### config.mk
export PLATFORM = sky130hd
export DESIGN_NAME = cbfa_run_tracker
export DESIGN_NICKNAME = d
export VERILOG_FILES = /design/src/sv/cbfa_pkg.sv /design/src/sv/cbfa_run_tracker.sv
export SDC_FILE = /design/constraint.sdc
export NUM_CORES = 1
export LEC_CHECK = 0
export BUFFER_PORTS_ARGS = -buffer_cell sky130_fd_sc_hd__buf_4
export CAP_MARGIN = 40
export CORE_MARGIN = 5
export CORE_UTILIZATION = 53
export DETAILED_ROUTE_END_ITERATION = 10
export PLACE_DENSITY = 0.88
export SLEW_MARGIN = 20
export SYNTH_ARGS = -nofsm -noshare
export SYNTH_HDL_FRONTEND = slang
export SYNTH_SLANG_ARGS = --single-unit
### constraint.sdc
create_clock -name clock -period 3.72 [get_ports clock]
set_input_delay 0.186 -clock clock [delete_from_list [all_inputs] [get_ports clock]]
set_output_delay 0.186 -clock clock [all_outputs]
set_load 0.01 [all_outputs]
### src/sv/cbfa_pkg.sv
package cbfa_pkg;

   // field widths of the stream payloads
   localparam int IDX_W    = 10;
   localparam int LEN_W    = 11;
   localparam int TKT_W    = 12;
   localparam int OP_W     = 2;
   localparam int STATUS_W = 3;
   localparam int CSR_W    = 11;

   localparam logic [OP_W-1:0] OP_LOAD    = 2'd0;
   localparam logic [OP_W-1:0] OP_PARK    = 2'd1;
   localparam logic [OP_W-1:0] OP_RELEASE = 2'd2;

   localparam logic [STATUS_W-1:0] ST_PARKED   = 3'd0;
   localparam logic [STATUS_W-1:0] ST_NO_ROOM  = 3'd1;
   localparam logic [STATUS_W-1:0] ST_RELEASED = 3'd2;
   localparam logic [STATUS_W-1:0] ST_UNKNOWN  = 3'd3;
   localparam logic [STATUS_W-1:0] ST_LOADED   = 3'd4;

   localparam logic [CSR_W-1:0] RING_SIZE_RESET = 11'd1024;

   // commands from the sequencer to the run tracker
   typedef struct packed {
      logic init;
      logic sample;
      logic taken;
      logic merge;
      logic close;
   } track_ctrl_type;

endpackage

### src/sv/cbfa_run_tracker.sv
module cbfa_run_tracker #(
   parameter int AW = 10,
   parameter int NW = 11
) (
   input  logic                    clock,
   input  logic                    reset,
   input  cbfa_pkg::track_ctrl_type ctrl,
   input  logic [AW-1:0]           idx,
   input  logic [NW-1:0]           want,
   output logic                    found,
   output logic [AW-1:0]           best_start
);

   logic          seen_ff, seen_in;
   logic          found_ff, found_in;
   logic [NW-1:0] lead_len_ff, lead_len_in;
   logic [NW-1:0] cur_len_ff, cur_len_in;
   logic [AW-1:0] cur_start_ff, cur_start_in;
   logic [NW-1:0] best_len_ff, best_len_in;
   logic [AW-1:0] best_start_ff, best_start_in;
   logic          cand_ok;

   // the one compare unit: does the current run beat the best so far
   assign cand_ok = (cur_len_ff >= want) &&
                    (!found_ff || (cur_len_ff < best_len_ff) ||
                     ((cur_len_ff == best_len_ff) && (cur_start_ff < best_start_ff)));

   always_comb begin
      seen_in       = seen_ff;
      found_in      = found_ff;
      lead_len_in   = lead_len_ff;
      cur_len_in    = cur_len_ff;
      cur_start_in  = cur_start_ff;
      best_len_in   = best_len_ff;
      best_start_in = best_start_ff;
      if (ctrl.init) begin
         seen_in      = 1'b0;
         found_in     = 1'b0;
         lead_len_in  = '0;
         cur_len_in   = '0;
         cur_start_in = '0;
      end else if (ctrl.sample) begin
         if (!ctrl.taken) begin
            if (cur_len_ff == '0) begin
               cur_start_in = idx;
            end
            cur_len_in = cur_len_ff + NW'(1);
         end else begin
            if (!seen_ff) begin
               // leading run is held back to join the trailing run
               lead_len_in = cur_len_ff;
               seen_in     = 1'b1;
            end else if (cand_ok) begin
               found_in      = 1'b1;
               best_len_in   = cur_len_ff;
               best_start_in = cur_start_ff;
            end
            cur_len_in = '0;
         end
      end else if (ctrl.merge) begin
         cur_len_in = cur_len_ff + lead_len_ff;
         if (cur_len_ff == '0) begin
            cur_start_in = '0;
         end
      end else if (ctrl.close) begin
         if (cand_ok) begin
            found_in      = 1'b1;
            best_len_in   = cur_len_ff;
            best_start_in = cur_start_ff;
         end
      end
   end

   always_ff @(posedge clock) begin
      lead_len_ff   <= lead_len_in;
      cur_start_ff  <= cur_start_in;
      best_len_ff   <= best_len_in;
      best_start_ff <= best_start_in;
      if (reset) begin
         seen_ff    <= 1'b0;
         found_ff   <= 1'b0;
         cur_len_ff <= '0;
      end else begin
         seen_ff    <= seen_in;
         found_ff   <= found_in;
         cur_len_ff <= cur_len_in;
      end
   end

   assign found      = found_ff;
   assign best_start = best_start_ff;

endmodule
==> flow_summary.json <==
{
  "clock_sink_count": 55,
  "portBuffers": 38,
  "slew_violations": 0,
  "synth_top_area_share_pct": 19.72,
  "synth-adder-area-share_pct": 16.17,
  "routed_via_density": 6.034,
  "maxCapViolCount": 0,
  "grt_pass1_vias": 2979,
  "setup_violations": 0,
  "numCtsBuffers": 5,
  "cts_resized": 0,
  "critPathSlowestCell": "fa_1",
  "ys_seq_elements": 55,
  "nets": 489,
  "period_share_pct": 68.68,
  "critPathMaxStageDelay_ps": 420,
  "rows": 29,
  "synth_compound_area_share_pct": 18.56,
  "min_path_type": "input pin to flop",
  "core_region_area_um2": 6350,
  "ir_worst_vdd_mv": 0.1645,
  "yosys.cell_types.count": 55,
  "synthMuxAreaShare_pct": 3.516,
  "post-place-ws_ps": 1212,
  "ys_top_cells_by_count": "ha_1, inv_1, a21oi_1",
  "status": "finished clean",
  "wirelength_um": 8344,
  "finalHoldViolations": 0,
  "die_w_um": 90.71,
  "startpoint_type": "flop",
  "nFillCells": 542,
  "cts_tree": "yes",
  "cp-end-kind": "flop",
  "async_reset_ff_share_pct": 0,
  "crit_fanout": 7,
  "regArea_um2": 1311,
  "drive_above_1_share_pct": 14.11,
  "post_cts_buffers": 0,
  "relSlewSlack_pct": 45.96,
  "h-tree-depth": 2,
  "antenna_found_initial": 0,
  "n_antenna_cell": 0,
  "crit_required_ps": 3950,
  "fin_ws_ps": 1165,
  "synth.most_common_cell": "ha_1",
  "synthSimpleGateAreaFrac_pct": 16.75,
  "die_height_um": 90.71,
  "cp_cell_sequence": "ha_1 > fa_1 > a211oi_1 > o211ai_1 > a41oi_1 > mux2_2 > o31ai_1",
  "synth-main-ff-cell": "dfxtp_1",
  "leakagePower_uw": 0.001724,
  "worstSetupPathType": "flop to flop",
  "worstMarginPinSlew_ps": 808.1,
  "grt_pass1_wl_um": 13900,
  "route.detailed.drc": 0,
  "cts_buffer_depth": 2,
  "hpwl_um": 6295,
  "gr-usage-all-layers_pct": 20.51,
  "clock.fmax_mhz": 391.4,
  "powerDensity_nw_per_um2": 274.9,
  "io_pins": 39,
  "avgSynthCellArea_um2": 9.061,
  "first_iter_violations": 208,
  "gr-total-overflow": 0,
  "cp_num_buf_inv": 0,
  "cts-root-buf": "clkbuf_8",
  "synth_area_leaders": "dfxtp_1, edfxtp_1, ha_1",
  "initial_utilization_pct": 54.36,
  "rsz0062_at_grt": "no",
  "ys_seq_area_share_pct": 37.98,
  "critical_path.top_delay_family": "compound AO/OA/AOI/OAI gates",
  "yosys_warnings": 0,
  "crit_arrival_ps": 2780,
  "gp_congestion": 0.8873,
  "vias": 2987,
  "skew_ps": 8.370,
  "multi_input_area_um2": 1957,
  "first_pass_iters": 5,
  "detail_route.wl_per_cell_um": 16.86,
  "synthCells": 381,
  "final.setup.tns_ps": 0,
  "synth_area_um2": 3452,
  "synth_area_leader_cell": "dfxtp_1",
  "drtAntennaViolNets": 0,
  "grt_max_degree": 30,
  "synthXorXnorAreaFrac_pct": 1.522,
  "min_period_ps": 2555,
  "area_growth_pct": 13.08,
  "synth_nets": 453,
  "clock_latency_ps": 310,
  "clk_pin_slew_ps": 100,
  "synth_top_family_by_area": "compound AO/OA/AOI/OAI gates",
  "fp.dieArea_um2": 8227,
  "cts.hold.buffers_added": 0,
  "synth_edf_count": 21
}
-- sequential cells by signal, summed over array words and instances (netlist names) --
| signal | cells |
|---|---|
| best_len_ff | 11 |
| cur_len_ff | 11 |
| lead_len_ff | 11 |
| best_start | 10 |
| cur_start_ff | 10 |
| found | 1 |
| seen_ff | 1 |
-- final timing paths --
check                               start                           end  slack [ps]  cells past startpoint
max reg2reg    cur_len_ff[0]$_SDFFE_PP0P_   cur_len_ff[10]$_SDFFE_PP0P_        1170                      7
min                                idx[5]  cur_start_ff[5]$_SDFFE_PP0P_         150                      3
min reg2reg  cur_start_ff[0]$_SDFFE_PP0P_       best_start[0]$_DFFE_PP_         470                      0
max            cur_len_ff[0]$_SDFFE_PP0P_   cur_len_ff[10]$_SDFFE_PP0P_        1170                      7
-- worst register-to-register path, stage by stage (launching register included) --
cell and delay (ps):
dfxtp_1 390, ha_1 240, fa_1 420, a211oi_1 390
o211ai_1 240, a41oi_1 280, mux2_2 350, o31ai_1 170
-- per-layer routing --
metal  vias to the layer above  track usage (%)  wire length [um]
met1                      1388            24.86              3315
met3                        16            4.167               559
met2                       120            35.77              4347
met4                         0            7.196               122
met5                         -                0                 0
li1                       1463                -                 -
-- placed cells by master (no fill, tap or decap), types with 3 or more instances in the layout --
cell type | netlist | routed
dfxtp_1 | 34 | 34
mux2i_1 | 11 | 11
o21ai_0 | 19 | 19
ha_1 | 43 | 43
nand4_1 | 6 | 6
a21oi_1 | 35 | 35
clkbuf_8 | 0 | 5
nand3b_1 | 3 | 3
nor3_1 | 4 | 4
edfxtp_1 | 21 | 21
nand2_1 | 29 | 29
nand3_1 | 17 | 17
o211ai_1 | 6 | 6
nor2b_1 | 5 | 5
nor2_1 | 28 | 28
or3_1 | 3 | 3
and3_1 | 3 | 3
nor3b_1 | 5 | 5
a41oi_1 | 3 | 3
a31oi_1 | 5 | 5
xor2_1 | 4 | 4
nor4_1 | 3 | 3
a211oi_1 | 4 | 4
inv_1 | 37 | 37
a21o_1 | 4 | 4
o31ai_1 | 3 | 3
buf_4 | 0 | 42
-- kinds of logic after synthesis --
| family | after synthesis |
|---|---|
| DFF | 55 |
| and+or+nand+nor | 116 |
| AOI/OAI and AO/OA | 98 |
| xor gates and xnor gates | 6 |
| muxes | 12 |
| buffers and inverters | 50 |
| adders and majority gates | 44 |
-- area by class of cell --
class	instances	share of cell area (%)
flip-flops and latches	55	33.59
inverters	37	3.558
repair buffers	42	8.077
multi-input cells	276	50.13
clock buffers	6	1.859
clock inverters	2	0.3205
well taps	77	2.468
-- where the power goes --
group          internal (uW)  switching (uW)
Combinational           48.2            63.0
Sequential               629            7.07
Clock                    132             194
Total                    809             264
-- through the flow --
stage               cell area [um2]  power (uW)  std cells  util, %  hold WS [ps]
floorplan                      3452       715.5        381        -         324.6
global placement               3819       754.7        487    60.14         439.9
detailed placement             3819       759.4        487    60.14         448.6
CTS                            3904        1075        495    61.48         148.5
global route                   3904        1117        495    61.48         143.0
finish                         3904        1073        495    61.48         148.6
(Power assumes the default switching activity.)
