===== src/sv/cbfa_ram.sv =====
module cbfa_ram #(
   parameter int WIDTH = 1,
   parameter int DEPTH = 1024
) (
   input  logic                                  clock,
   input  logic                                  we,
   input  logic [(DEPTH > 1 ? $clog2(DEPTH) : 1)-1:0] addr,
   input  logic [WIDTH-1:0]                      wdata,
   output logic [WIDTH-1:0]                      rdata
);

   logic [WIDTH-1:0] mem [DEPTH];
   logic [WIDTH-1:0] rdata_ff;

   always_ff @(posedge clock) begin
      if (we) begin
         mem[addr] <= wdata;
      end
      rdata_ff <= mem[addr];
   end

   assign rdata = rdata_ff;

endmodule


===== config.mk =====
export PLATFORM = sky130hd
export DESIGN_NAME = cbfa_ram
export DESIGN_NICKNAME = d
export VERILOG_FILES = /design/src/sv/cbfa_ram.sv
export SDC_FILE = /design/constraint.sdc
export NUM_CORES = 1
export LEC_CHECK = 0
export BUFFER_PORTS_ARGS = -buffer_cell sky130_fd_sc_hd__buf_2
export CAP_MARGIN = 30
export CORE_MARGIN = 8
export CORE_UTILIZATION = 50
export DETAILED_ROUTE_END_ITERATION = 10
export PLACE_DENSITY = 0.65
export SLEW_MARGIN = 25
export SYNTH_ARGS = -nofsm -noshare
export SYNTH_HDL_FRONTEND = slang
export SYNTH_SLANG_ARGS = --single-unit

===== constraint.sdc =====
create_clock -name clock -period 4.7 [get_ports clock]
set_input_delay 0 -clock clock [delete_from_list [all_inputs] [get_ports clock]]
set_output_delay 0 -clock clock [all_outputs]
set_load 0.05 [all_outputs]

==> impl_results.md, run 1 <==
- Yosys reg bits: 1025
- Number of global-route vias before repair: about 27000
- Area share of the largest cell type after synthesis: 69.4%
- Fin cells: 4521
- Worst Tran Pin Value: 1080 ps
- Slowest-stage cell, CP: nor2_2
- Critical path buffer and inverter count: 4
- Initial Util: between 50% and 60%
- WL/cell: 28.3 um
- Vias: about 28000
- CTS buffer count: 103
- Area of the multi-input gates: 12300 um^2
- Root Buffer: clkbuf_16
- CP startpoint kind: input port
- Max-cap viol count: 0
- TritonRoute pass-1 iters: 6
- DIE HEIGHT: roughly 310 um
- Worst slew margin: 27.8%
- Worst Setup End Kind: flop
- DP HPWL: ~71000 um
- Synth area leaders: edfxtp_1 69%, mux2i_1 10%, nor2_1 9.1%, o22ai_1 2.8%, mux4_2 1.6%
- Area of the mapped netlist: between 40000 and 50000 um^2
- Worst EP required: 5050 ps
- M2 GR Usage: 40.3%
- Worst EP arrival: about 3300 ps
- RePlAce Congestion: ~0.83
- Reg area: approximately 31000 um^2
- Core footprint: 88100 um^2
- Die Area: 98500 um^2
- Worst slack, placed: approximately 1500 ps
- Run status: finished, final reports clean
- Number of synthesized flops with an enable pin: 1024
- Largest net degree at the start of global routing: 176
- Hold WC Path Type: in -> reg
- First-pass GRT wire length: 182000 um
- Top_reg_cell synth: edfxtp_1
- Seq/Total Area, Yosys: 69.4%
- Largest area contributor in the netlist: edfxtp_1
- Top Family by Delay on Critical Path: simple AND/OR/NAND/NOR gates
- GR peak layer: met2
- Layout cells sized above 1: 10.8%
- PwrDens: 384 nW/um^2
- Synth warnings: 0
- Cells after Synth: about 3400
- Ys async rst share: 0%
- Setup WS post-layout: 1790 ps
- TNS Setup: 0 ps
- Clock transition at path regs: 60 ps
- CP max FO: 20
- RSZ-0062 raised after global routing: no
- Via density: just over 6
- Clk_lat worst skew: 660 ps
- H-tree depth: 3
- Number of gates resized after CTS: 0
- Leakage: about 16 nW
- Initial antenna violation count: 4
- Min Tclk post-route: 2910 ps
- IO Port Bufs: 13
- Distinct cells, synth: 40
- Fmax: 0.344 GHz
- Post-route ant nets: 0
- Num ports: 14
- Clock Skews: roughly 20 ps
- Placed insts: 4333
- Final Cycle Share: around 62%
- Met3 Usage GRT: slightly below 7%
- Die width: 314 um
- Post-CTS Setup Repair Bufs: 0
- Hold Violations, Final: 0
- Maximum clock insertion buffer count: 3
- Routed WL: roughly 130000 um
- Post-route DRC violation count: 0
- Peak VDD IR: 0.298 mV
- Largest stage delay on the critical path: 860 ps
- NumNets Final: around 3300
- Num Clock Sinks: 1025
- Area Overhead vs Synth: 10.4%
- Row count: 109
- Setup Crit Path Kind: in -> reg
- Met1 usage: about a third
- Fillers: between 7000 and 8000
- Gr ovfl total: 0
- Clock tree from TritonCTS: yes
- Worst-path cell chain: dlygate4sd3_1 -> buf_2 -> inv_1 -> nor2_2 -> nand2_1 -> buf_6 -> nor2_1
- GR Util All Layers: 25.2%
- Drt initial violations: 3830
- Mean Syn Cell Area: 13.2 um^2
- Pins Over Slew Limit: 0
- Syn_nets: 3382
- Setup violations, final: 0
[kinds of logic (layout without fill, tap and decap cells)]
logic type             after synthesis  count (layout)  synth area share (%)
AND/OR/NAND/NOR                   1287            1287                  11.8
flip-flops                        1025            1025                  69.4
other                                0               2                     0
multiplexers                       488             488                  11.9
AO/OA/AOI/OAI                      247             247                  3.61
buffers and inverters              322             307                  3.31
[placed cells by master, fill, tap and decap left out, types with 31 or more instances in the layout]
| cell | n |
|---|---|
| clkbuf_16 | 106 |
| clkinv_1 | 31 |
| nand2_1 | 35 |
| mux2i_1 | 456 |
| nor4_1 | 44 |
| mux4_2 | 32 |
| buf_4 | 83 |
| nor2_1 | 1077 |
| nand2_2 | 40 |
| o22ai_1 | 198 |
| edfxtp_1 | 1024 |
[registers in the layout (all words and copies together) (netlist names)]
register,cells
mem,1024
rdata,1
[per-stage QoR]
step | total power [W] | utilization, % | hold WS, ps | area, um^2
6_report | 0.0188 | 55.5 | 48.4 | 48900
5_1_grt | 0.0192 | 55.5 | 54.3 | 48900
4_1_cts | 0.0188 | 55.5 | 11.4 | 48900
3_5_place_dp | 0.0111 | 51.8 | 564 | 45700
3_3_place_gp | 0.0111 | 51.7 | 575 | 45500
2_1_floorplan | 0.0108 | - | 98.9 | 44300
[power breakdown]
group	switching, W	internal, W	total, W
registers	0.00000385	0.0101	0.0101
logic	0.000642	0.000269	0.000911
clock network	0.00341	0.00441	0.00782
[Yosys cell counts, types with 8 or more instances]
cell type	number
nor2_1	1080
edfxtp_1	1024
mux2i_1	456
o22ai_1	198
clkbuf_1	174
buf_2	117
nand2_1	82
nor4_1	44
mux4_2	32
buf_4	18
nor3_1	18
nand3_1	15
o2111ai_1	11
o211ai_1	10
a211oi_1	9
o21ai_0	8
[repair_timing]
action,4_1_cts,5_1_grt
setup endpoints to repair,0,0
hold endpoints to repair,121,0
hold buffers,2,0
[path summary, 6_finish.rpt]
path / from / cells after the start / endpoint / slack, ps
hold / removal: we / 4 / mem[776] / 50
setup / recovery: addr[6] / 7 / mem[580] / 1790
setup reg to reg: mem[847] / 8 / rdata / 1980
hold reg to reg: mem[144] / 6 / rdata / 920
[tightest hold or removal path, cell delays in order]
cell and delay (ps):
buf_2 130, and3_1 200, nand2_1 140, nor3_1 70
[layout make-up]
class | instances | share of cell area (%)
tap | 1165 | 2.98
sequential | 1025 | 62.9
inverter | 3 | 0.0230
clock buffer | 117 | 5.51
clock inverter | 63 | 0.961
timing repair buffer | 124 | 2.42
antenna | 2 | 0.0102
multi-input combinational | 2022 | 25.2
[layer usage]
layer	share of wire (%)	wire length, um
met5	0.019	24
met2	47	60000
met1	37	46900
met4	4.7	5980
met3	12	14900
(Power assumes the default switching activity.)
==> inputs of run 2 (changes only) <==
Clock period 4.7 ns to 2.8 ns, I/O delays scaled along.
==> run 2 against run 1 <==
Clock skew is 3.7 ps higher; register-to-register slack worse by 1800 ps; routed wire length is 2.7% higher; first-iteration DRC count rose by 4.3%; worst hold slack worse by 14 ps; design area rose by 2.7%; cell count up 2.9%; power increased by 72%; non-clock buffer count rose by 121; worst setup slack got worse by 1600 ps; critical path depth increased by 3; utilization grew 1.5 points.
==> impl_results.md, run 2 (synthesis gave the netlist of run 1 again) <==
- Post-route DRC violation count: 0 (unchanged)
- Maximum clock insertion buffer count: 3 (unchanged)
- Worst EP required: 3340 ps (-1710 ps)
- Vias: 28900 (+2.7%)
- Post-route ant nets: 0 (unchanged)
- Post-CTS Setup Repair Bufs: 0 (unchanged)
- RSZ-0062 raised after global routing: no
- H-tree depth: 3 (unchanged)
- Highest-count cells in the layout ignoring fill and taps: 1080 x nor2_1, 1024 x edfxtp_1, 456 x mux2i_1
- Min Tclk post-route: 2600 ps
- CP max FO: 1 (-95%)
- Hold depth: 3 (-1)
- Initial antenna violation count: 6 (+2)
- TritonRoute pass-1 iters: 5 (-1)
- Initial Util: 50.3% (unchanged)
- Die Area: 98500 um^2 (unchanged)
- Hold Violations, Final: 0 (unchanged)
- Worst EP arrival: 3140 ps (-120 ps)
- Worst slew margin: 43.4% (+16 points)
- Num ports: 14 (unchanged)
- Hold WC Path Type: in -> reg
- Worst r2r src: mem[850]
- NumNets Final: 3414 (+3.7%)
- Hold endpoint: mem[778]
- Worst Setup End Kind: flop
- Clk_lat worst skew: 690 ps (+30 ps)
- DP HPWL: 73800 um (+3.5%)
- PwrDens: 642 nW/um^2 (+67%)
- Worst r2r path cells: 10 (+2)
- Hold Slack: 34.8 ps (-13.6 ps)
- Drt initial violations: 3995 (+4.3%)
- Min-delay src: addr[1]
- Area Overhead vs Synth: 13.3%
- Num Clock Sinks: 1025 (unchanged)
- Largest Register: mem
- Setup violations, final: 0 (unchanged)
- CTS buffer count: 104 (+0.97%)
- Setup Crit Path Kind: reg -> reg
- Peak VDD IR: 0.545 mV (+83%)
- Final Cycle Share: 92.8%
- Max-cap viol count: 0 (unchanged)
- Most common cell after layout, fill and taps aside: nor2_1
- Largest stage delay on the critical path: 410 ps (-450 ps)
- Root Buffer: clkbuf_16
- Run status: finished, final reports clean
- WL/cell: 28.2 um (-0.24%)
- GR Util All Layers: 26.0% (+0.78 points)
- First-pass GRT wire length: 188000 um (+3.4%)
- Via density: 6.21 (-0.22%)
- Worst R2R Setup Slack: 200 ps (-1780 ps)
- IO Port Bufs: 13 (unchanged)
- Pins Over Slew Limit: 0 (unchanged)
- Layout cells sized above 1: 13.5% (+2.7 points)
- Worst-path cell chain: mux2i_1 -> o22ai_1 -> nor4_1 -> buf_4 -> nand3_1 -> o2111ai_1 -> buf_4 -> o211ai_1 -> a211oi_1 -> nand3_1
- FF-to-FF End: rdata
- Fmax: a little under 0.4 GHz
- Row count: 109 (unchanged)
- Number of global-route vias before repair: 28100 (+3.4%)
- Core footprint: 88100 um^2 (unchanged)
- Clock transition at path regs: 60 ps (about the same)
- Fin cells: 4654 (+2.9%)
- Design area: 50200 um^2 (+2.7%)
- DIE HEIGHT: 314 um (unchanged)
- Placed insts: 4457 (+2.9%)
- Slowest-stage cell, CP: nor4_1
- Clock Skews: 23.6 ps (+3.69 ps)
- Routed WL: 131000 um (+2.7%)
- Largest net degree at the start of global routing: 148 (-16%)
- Number of flip-flops in the largest register: 1024 (unchanged)
- Die width: 314 um (unchanged)
- RePlAce Congestion: 0.865 (+3.8%)
- Gr ovfl total: 0 (unchanged)
- CP Launch Point: mem[850]
- Util after Layout: 57.0% (+1.5 points)
- Leakage: 16.4 nW (+4.4%)
- Worst Tran Pin Value: 849 ps (-233 ps)
- Clock tree from TritonCTS: yes
- Cell Area, Placed: 46900 um^2 (+2.6%)
- CP startpoint kind: flop
## run 2: power by group
part	leakage [nW]	total, W	internal [W]	switching, W
registers	9.21	0.0169	0.0169	0.00000772
clock network	1.63	0.0137	0.00786	0.00583
logic	5.56	0.00167	0.000557	0.00111
total	16.4	0.0322	0.0253	0.00694
## run 2: worst max-delay path by stage
stage                     cells after the start  slack [ps]        to
after floorplan                               9         920  mem[875]
after global placement                       12         -40     rdata
after detailed placement                     12          20     rdata
after CTS                                    10         270     rdata
after global routing                         10          80     rdata
final                                        10         200     rdata
## run 2: what timing repair did
item,CTS,global route
setup endpoints to repair,0,0
gates resized for setup,0,0
endpoints found under the hold margin,70,0
hold buffers,3,0
## run 2: through the flow
| step | power, W | worst slack (ps) | TNS, ps |
|---|---|---|---|
| 2_1_floorplan | 0.0180 | 922 | 0 |
| 3_3_place_gp | 0.0188 | -40.3 | -40.3 |
| 3_5_place_dp | 0.0188 | 22.2 | 0 |
| 4_1_cts | 0.0323 | 269 | 0 |
| 5_1_grt | 0.0330 | 83.8 | 0 |
| 6_report | 0.0322 | 203 | 0 |
## run 2: metal layers
metal	wire [um]	up-vias	global-route usage [%]
li1	-	12300	-
met5	0	-	0
met3	13500	300	5.08
met1	51100	14700	35.6
met4	4620	0	8.68
met2	62000	1597	41.8
## run 2: worst max-delay path, delay by kind of cell (launching register included)
family                 cells  cell delay [ps]
and+or+nand+nor            3              670
buffers and inverters      2              360
DFF                        1              400
AOI/OAI and AO/OA          4              870
muxes                      1              160
## run 2: cell type report
class	count	area [um^2]
multi-input combinational	2022	12300
inverter	3	11.3
clock buffer	127	2730
timing repair buffer	245	2410
antenna	4	10.0
fill	7089	37900
tap	1165	1460
clock inverter	63	603
sequential	1025	30800
